<file path="src/rtl/core/sdi_pkg.sv">
// ----------------------------------------------------------------------------
// sdi_pkg
// Shared widths, codes and types of the Sellmeier dispersion index pipeline.
// ----------------------------------------------------------------------------
`default_nettype none

package sdi_pkg;

  localparam int NumTerms   = 3;
  localparam int WaveWidth  = 24;
  localparam int L2Width    = 48;
  localparam int CoefWidth  = 32;
  localparam int DmagWidth  = 50;
  localparam int NumWidth   = 91;
  localparam int SumWidth   = 94;
  localparam int RadWidth   = 64;
  localparam int RootWidth  = 32;
  localparam int IndexWidth = 3;
  localparam int StatWidth  = 2;

  localparam logic [StatWidth-1:0] ST_OK   = 2'd0;
  localparam logic [StatWidth-1:0] ST_POLE = 2'd1;
  localparam logic [StatWidth-1:0] ST_NEG  = 2'd2;

  localparam logic [IndexWidth-1:0] REG_STRENGTH_ONE    = 3'd0;
  localparam logic [IndexWidth-1:0] REG_STRENGTH_TWO    = 3'd1;
  localparam logic [IndexWidth-1:0] REG_STRENGTH_THREE  = 3'd2;
  localparam logic [IndexWidth-1:0] REG_RESONANCE_ONE   = 3'd3;
  localparam logic [IndexWidth-1:0] REG_RESONANCE_TWO   = 3'd4;
  localparam logic [IndexWidth-1:0] REG_RESONANCE_THREE = 3'd5;

  typedef struct packed {
    logic [NumWidth-1:0]  num;
    logic [DmagWidth-1:0] dmag;
    logic                 neg;
    logic                 pole;
  } term_t;

endpackage

`default_nettype wire

</file>
<file path="src/rtl/core/sdi_root.sv">
// ----------------------------------------------------------------------------
// sdi_root
// Sum the quotients into the radicand, classify it, and take the square
// root one result bit per stage.
// ----------------------------------------------------------------------------
`default_nettype none

module sdi_root (
  input  wire logic                                            clk,
  input  wire logic                                            rst,
  input  wire logic                                            en,
  input  wire logic [sdi_pkg::NumTerms-1:0][sdi_pkg::NumWidth-1:0] quot,
  input  wire logic [sdi_pkg::NumTerms-1:0]                    quot_neg,
  input  wire logic                                            quot_pole,
  input  wire logic                                            quot_valid,
  output logic [sdi_pkg::RootWidth-1:0]                        refractive_index,
  output logic [sdi_pkg::StatWidth-1:0]                        status,
  output logic                                                 out_valid
);
  import sdi_pkg::*;

  localparam int NS = RootWidth;

  logic [NumTerms-1:0][SumWidth-1:0] sq;
  logic [SumWidth-1:0]  sa0, sa1, rad;
  logic                 va, vb, pa;
  logic [RadWidth-1:0]  xs   [0:NS];
  logic [RootWidth:0]   rem  [0:NS];
  logic [RootWidth-1:0] root [0:NS];
  logic [StatWidth-1:0] st   [0:NS];
  logic                 sat  [0:NS];
  logic                 vs   [0:NS];

  for (genvar t = 0; t < NumTerms; t++) begin : g_sign
    assign sq[t] = quot_neg[t] ? (~{3'b000, quot[t]} + SumWidth'(1)) : {3'b000, quot[t]};
  end

  assign rad = sa0 + sa1;

  always_ff @(posedge clk) begin
    if (rst) begin
      va <= 1'b0;
      vb <= 1'b0;
    end else if (en) begin
      va <= quot_valid;
      vb <= va;
    end
  end

  always_ff @(posedge clk) begin
    if (en) begin
      sa0 <= sq[0] + sq[1];
      sa1 <= sq[2] + (SumWidth'(1) << 40);
      pa  <= quot_pole;
      xs[0]   <= {rad[47:0], 16'd0};
      sat[0]  <= (rad[SumWidth-1:48] != '0);
      if (pa) begin
        st[0] <= ST_POLE;
      end else if (rad[SumWidth-1]) begin
        st[0] <= ST_NEG;
      end else begin
        st[0] <= ST_OK;
      end
    end
  end

  assign rem[0]  = '0;
  assign root[0] = '0;
  assign vs[0]   = vb;

  for (genvar k = 0; k < NS; k++) begin : g_stage
    logic [RootWidth+2:0] trial, cmp, diff;
    logic                 take;

    assign trial = {rem[k], xs[k][RadWidth-1:RadWidth-2]};
    assign cmp   = {1'b0, root[k], 2'b01};
    assign take  = trial >= cmp;
    assign diff  = trial - cmp;

    always_ff @(posedge clk) begin
      if (en) begin
        rem[k+1]  <= take ? diff[RootWidth:0] : trial[RootWidth:0];
        root[k+1] <= {root[k][RootWidth-2:0], take};
        xs[k+1]   <= {xs[k][RadWidth-3:0], 2'b00};
        st[k+1]   <= st[k];
        sat[k+1]  <= sat[k];
      end
    end

    always_ff @(posedge clk) begin
      if (rst) begin
        vs[k+1] <= 1'b0;
      end else if (en) begin
        vs[k+1] <= vs[k];
      end
    end
  end

  assign out_valid = vs[NS];
  assign status    = st[NS];

  always_comb begin
    if (st[NS] != ST_OK) begin
      refractive_index = '0;
    end else if (sat[NS]) begin
      refractive_index = '1;
    end else begin
      refractive_index = root[NS];
    end
  end

endmodule

`default_nettype wire

</file>
<file path="config.mk">
export PLATFORM = sky130hd
export DESIGN_NAME = sdi_root
export DESIGN_NICKNAME = d
export VERILOG_FILES = /design/src/rtl/core/sdi_pkg.sv /design/src/rtl/core/sdi_root.sv
export SDC_FILE = /design/constraint.sdc
export NUM_CORES = 2
export LEC_CHECK = 0
export ABC_CLOCK_PERIOD_IN_PS = 12100
export BUFFER_PORTS_ARGS = -buffer_cell sky130_fd_sc_hd__buf_2
export CAP_MARGIN = 20
export CELL_PAD_IN_SITES_DETAIL_PLACEMENT = 1
export CELL_PAD_IN_SITES_GLOBAL_PLACEMENT = 1
export CORE_ASPECT_RATIO = 0.5
export CORE_UTILIZATION = 50
export CTS_CLUSTER_DIAMETER = 80
export DETAILED_ROUTE_END_ITERATION = 8
export PLACE_DENSITY = 0.88
export SLEW_MARGIN = 20
export SYNTH_ARGS = -nofsm -noshare
export SYNTH_HDL_FRONTEND = slang
export SYNTH_SLANG_ARGS = --single-unit
</file>
<file path="constraint.sdc">
create_clock -name clk -period 12.1 [get_ports clk]
set_clock_uncertainty 0.05 [all_clocks]
set_input_delay 1.21 -clock clk [delete_from_list [all_inputs] [get_ports clk]]
set_output_delay 1.21 -clock clk [all_outputs]
set_load 0.03 [all_outputs]
</file>
## Word level (Yosys, flattened, before mapping)

Memories as Yosys holds them, arrays and structs flattened.
Index checks and enable logic that the tools add are counted.

| operators by class | value |
|---|---|
| bitwise gates (word level) | 5 |
| reduce and logical (&&, ||, !) cells | 2 |
| multiplexer cells | 51 |
| $add $sub $neg | 37 |
| order comparisons | 32 |

Operator list:

| kind | number |
|---|---|
| $mux W33 | 30 |
| $add A94 B1 Y94 const B | 3 |
| $mux W94 | 3 |
| $not A91 Y94 | 3 |
| $add A94 B94 Y94 | 2 |
| $add A94 B41 Y94 const B | 1 |
| $mux W32 | 2 |
| $reduce_bool A46 Y1 | 1 |
| $ge A35 B10 Y1 | 1 |
| $ge A35 B11 Y1 | 1 |
| $ge A35 B12 Y1 | 1 |
| $ge A35 B13 Y1 | 1 |
| $ge A35 B14 Y1 | 1 |
| $ge A35 B15 Y1 | 1 |
| $ge A35 B16 Y1 | 1 |
| $ge A35 B17 Y1 | 1 |
| $ge A35 B18 Y1 | 1 |
| $ge A35 B19 Y1 | 1 |
| $ge A35 B20 Y1 | 1 |
| $ge A35 B21 Y1 | 1 |
| $ge A35 B22 Y1 | 1 |
| $ge A35 B23 Y1 | 1 |
| $ge A35 B24 Y1 | 1 |
| $ge A35 B25 Y1 | 1 |
| 51 further kinds | 66 |

| storage, ports and cells | value |
|---|---|
| output and inout port bits | 35 |
| input bits | 281 |
| memories kept | 3 |
| RAM bits | 2145 |
| flip-flop bits (word level) | 1744 |
| logic and storage cells | 231 |

Memory list:

| name | words | width | read ports | clocked after Yosys merged registers in | wr ports | line | source |
|---|---|---|---|---|---|---|---|
| xs | 33 | 62 | 32 | 0 | 33 | sdi_root.sv:27 | `logic [RadWidth-1:0] xs [0:NS];` |
| st | 33 | 2 | 33 | 0 | 33 | sdi_root.sv:30 | `logic [StatWidth-1:0] st [0:NS];` |
| sat | 33 | 1 | 33 | 0 | 33 | sdi_root.sv:31 | `logic sat [0:NS];` |

## Depth between registers and ports, before layout

| depth | value |
|---|---|
| depth in word-level cells | 7 |
| depth in mapped cells | 26 |
| depth with buffers taken out | 26 |

## Worst setup path after synthesis

No wires, ideal clock.

| timing | value |
|---|---|
| path kind | input to register |
| from | input quot[6] in the netlist's numbering |
| to | register sa0[93] (data pin) |
| library setup time | 266 ps |
| slack | 4084 ps |
| cell stages on the path | 25 |
| arrival | 7700 ps |
| path buffers | 1 |
| path through | or4_1 or4_1 or3_1 or3_1 nand2b_1 nand2b_1 nand2b_1 or2_2 o21ai_0 xnor2_1 ha_1 clkbuf_1 and4_1 nand3_1 or4_1 or2_2 o221ai_1 nor3_1 o21bai_1 o21ai_0 o211ai_1 o211ai_1 o31ai_1 a311oi_1 xor2_1 |

| on the way | value |
|---|---|
| cells in the longest elaborated chain, start to end | 4 |

RTL lines:

| item | line | source |
|---|---|---|
| start, declared | sdi_root.sv:12 | `input wire logic [sdi_pkg::NumTerms-1:0][sdi_pkg::NumWidth-1:0] quot,` |
| $not A91 Y94 | sdi_root.sv:35 | `assign sq[t] = quot_neg[t] ? (~{3'b000, quot[t]} + SumWidth'(1)) : {3'b000, quot[t]};` |
| $add A94 B1 Y94 | sdi_root.sv:35 |  |
| $mux W94 * | sdi_root.sv:35 |  |
| $add A94 B94 Y94 * | sdi_root.sv:52 | `sa0 <= sq[0] + sq[1];` |
| end signal, assigned | sdi_root.sv:52 |  |
| end, declared | sdi_root.sv:25 | `logic [SumWidth-1:0] sa0, sa1, rad;` |

Every way passes the cells marked *; elsewhere a longest branch is shown, timed or not.
A chain may end at the register's enable or synchronous reset.

## Final worst setup path

Same ends and word-level chain as after synthesis.

==> results.toml <==
[sta]
rsz0062_at_grt = "false"
fin_ws_ns = 3.81
min_period_ns = 8.29
finalHoldViolCount = 0
hold_ws_ns = 0.356
finalCritPeriodShare_pct = 68.5
worst_pin_slew_ns = 1.16
fmax_ghz = 0.121
setup_violations = 0
final.setup.tns_ns = 0
slew_violations = 0
slew_headroom_pct = 20.5

[global_routing]
grt_pass1_vias = 97200
grt_antenna_before_repair = 38
grt_pass1_wl_um = 515000
grt_max_degree = 193
globalRoute.totalOverflow = 0
grt_use_total_pct = 24.4

[cells_and_area]
layout_commonest_cell = "edfxtp_1"
final_layout_size_suffix_gt1_share_pct = 7.55
final_cell_count_no_fill = 15300
layout_common_cells = "edfxtp_1 (2384), inv_1 (821), nand2_1 (821)"
finish.net_count = 12700
areaGrowthSynthToFinish_pct = 9.91

[route]
wirelength_um = 325000
vias_per_cell = 5.81
drc_errors = 0
drtIter0Drc = 5305
num_vias = 88800
wl_per_cell_um = 21.3
firstDrtPassIters = 6
final_antenna_net_count = 0

[clocking]
clkTransAtPathRegs_ns = 0.07
htreeDepth = 4
cts_hold_buf = 0
postCtsSetupRepairBufs = 0
cts_resized = 0
numCtsBuffers = 227
clk_latency_ns = 0.91
cts_tree = "built"
clock-sinks = 2418
cts.root.buffer_cell = "clkbuf_16"
cts_buffer_depth = 4

[placement]
globalplace.congestion = 0.933
placed_cells = 14900
port_buffers = 315
pre_cts_ws_ns = 2.83
dp_hpwl_um = 243000

[power]
vdd.ir_drop.worst_v = 0.000119
fin_total_pwr_mw = 25.5
power_leakage_nw = 54.2
powerDensity_nw_per_um2 = 179

[yosys]
synth_edf_count = 2384
netlist_instances = 11300
seq_area_frac_synth_pct = 55.9
synth_area_sq_um = 129000
synth.distinct_cells = 94
synthArstFlopShare_pct = 0
synth_fp_nets = 12300
synth_ff_type = "edfxtp_1"
synth-seq-cells = 2418
avgSynthCellArea_sq_um = 11.5
ys.warnings.count = 0

[die]
die_x_um = 721
placementRows = 131
dieArea_sq_um = 261000
io_pins = 316
core_area_sq_um = 256000
start_util_pct = 50.5
die_h_um = 362

[worst_setup_path]
slowest_delay_ns = 0.63
cp.arrival_ns = 8.88
crit_type = "in2reg"
r2r_slack_ns = 5.58
critical_path.slowest_cell = "o31ai_1"
worst_setup_path_end_kind = "flip-flop"
cp-start-kind = "input port"
required_ns = 12.69
path_max_fanout = 7

[run_status]
status = "finished, final reports clean"

[hold_path]
hp-class = "reg2reg"

[job]
cap_viol_max_count = 0
-- area by class of cell --
class / instances / area [sq um]
repair buffers: 379 / 2220
multi-input cells: 7786 / 53100
well taps: 3458 / 4330
inverters: 824 / 3090
fillers: 26700 / 114000
diodes: 13 / 32.5
flip-flops and latches: 2418 / 72300
clock buffers: 285 / 5960
clock inverters: 118 / 1110
-- kinds of logic after synthesis --
logic type      after synthesis  synth area share, %
mux                         123                 1.02
simple gates               3208                 12.4
flops                      2418                 55.9
xor+xnor                   1205                 8.16
buf+inv                    1082                 3.15
compound gates             2504                 12.1
other cells                   1              0.00290
fa+ha+maj                   745                 7.26
-- layer usage --
metal  vias to the layer above  wire length, um  share of wire, %  global-route usage (%)
li1                      42200                -                 -                       -
met1                     43900           123000                38                    25.6
met2                      1783           175000                54                    47.8
met3                       875            10400               3.2                    3.24
met4                        42            16700               5.1                    11.8
met5                         -              288             0.089                       0
-- synth_stat cells, types with 33 or more instances --
| master | n | area [sq um] |
|---|---|---|
| or2_2 | 82 | 513 |
| nand2b_1 | 186 | 1160 |
| nor4_1 | 127 | 795 |
| ha_1 | 736 | 9210 |
| clkbuf_1 | 236 | 886 |
| mux2_2 | 67 | 754 |
| a31oi_1 | 79 | 494 |
| nor2_1 | 709 | 2660 |
| nand3b_1 | 34 | 255 |
| and2_1 | 44 | 275 |
| and3_1 | 86 | 538 |
| a21o_1 | 243 | 1820 |
| nand3_1 | 195 | 976 |
| a21oi_1 | 773 | 3870 |
| edfxtp_1 | 2384 | 71600 |
| o211ai_1 | 33 | 248 |
| o21a_1 | 167 | 1250 |
| nand2_1 | 821 | 3080 |
| or4_1 | 102 | 766 |
| nor3_1 | 322 | 1610 |
| o31ai_1 | 188 | 1410 |
| a211oi_1 | 45 | 338 |
| xnor2_1 | 752 | 6590 |
| o21ai_0 | 604 | 3020 |
| nor2b_1 | 93 | 582 |
| a21boi_0 | 44 | 330 |
| inv_1 | 821 | 3080 |
| o41ai_1 | 52 | 455 |
| dfxtp_1 | 34 | 681 |
| o21bai_1 | 83 | 623 |
| nand4_1 | 149 | 932 |
| xor2_1 | 453 | 3970 |
| or3_1 | 151 | 945 |
| mux2i_1 | 56 | 561 |
-- final timing paths --
path	from	to	depth (start not counted)
max	quot[6]	sa0[93]$_DFFE_PP_	25
min	xs[0][528]$_DFFE_PP_	xs[0][592]$_DFFE_PP_	0
max reg2reg	sa1[1]$_DFFE_PP_	sat[0][0]$_DFFE_PP_	14
min reg2reg	xs[0][528]$_DFFE_PP_	xs[0][592]$_DFFE_PP_	0
-- critical path, delay by kind of cell --
family | cells | cell delay [ns]
and+or+nand+nor | 13 | 4.40
xor gates and xnor gates | 2 | 0.30
buffers and inverters | 1 | 0.12
adders and majority gates | 1 | 0.43
AOI/OAI and AO/OA | 8 | 2.43
-- through the flow --
stage,instance area [sq um],util [%]
after global routing,142000,55.5
after global placement,135000,52.7
after detailed placement,135000,52.7
after CTS,142000,55.5
after floorplan,129000,-
final,142000,55.5
-- power by group --
group	switching, mW	internal (mW)	leakage, nW
combinational	4.09	2.71	27.7
clock	3.17	3.87	3.44
sequential	0.765	10.9	23.1
total	8.03	17.5	54.2
-- registers in the layout (all words and copies together), names as in the netlist, 32 cells and up --
name and cells:
sa0 94, g_stage.trial 968, sat 33, sa1 94, g_stage.cmp 496, st 66, xs 600, root 32
No activity file was read; power rests on OpenSTA's default activity.
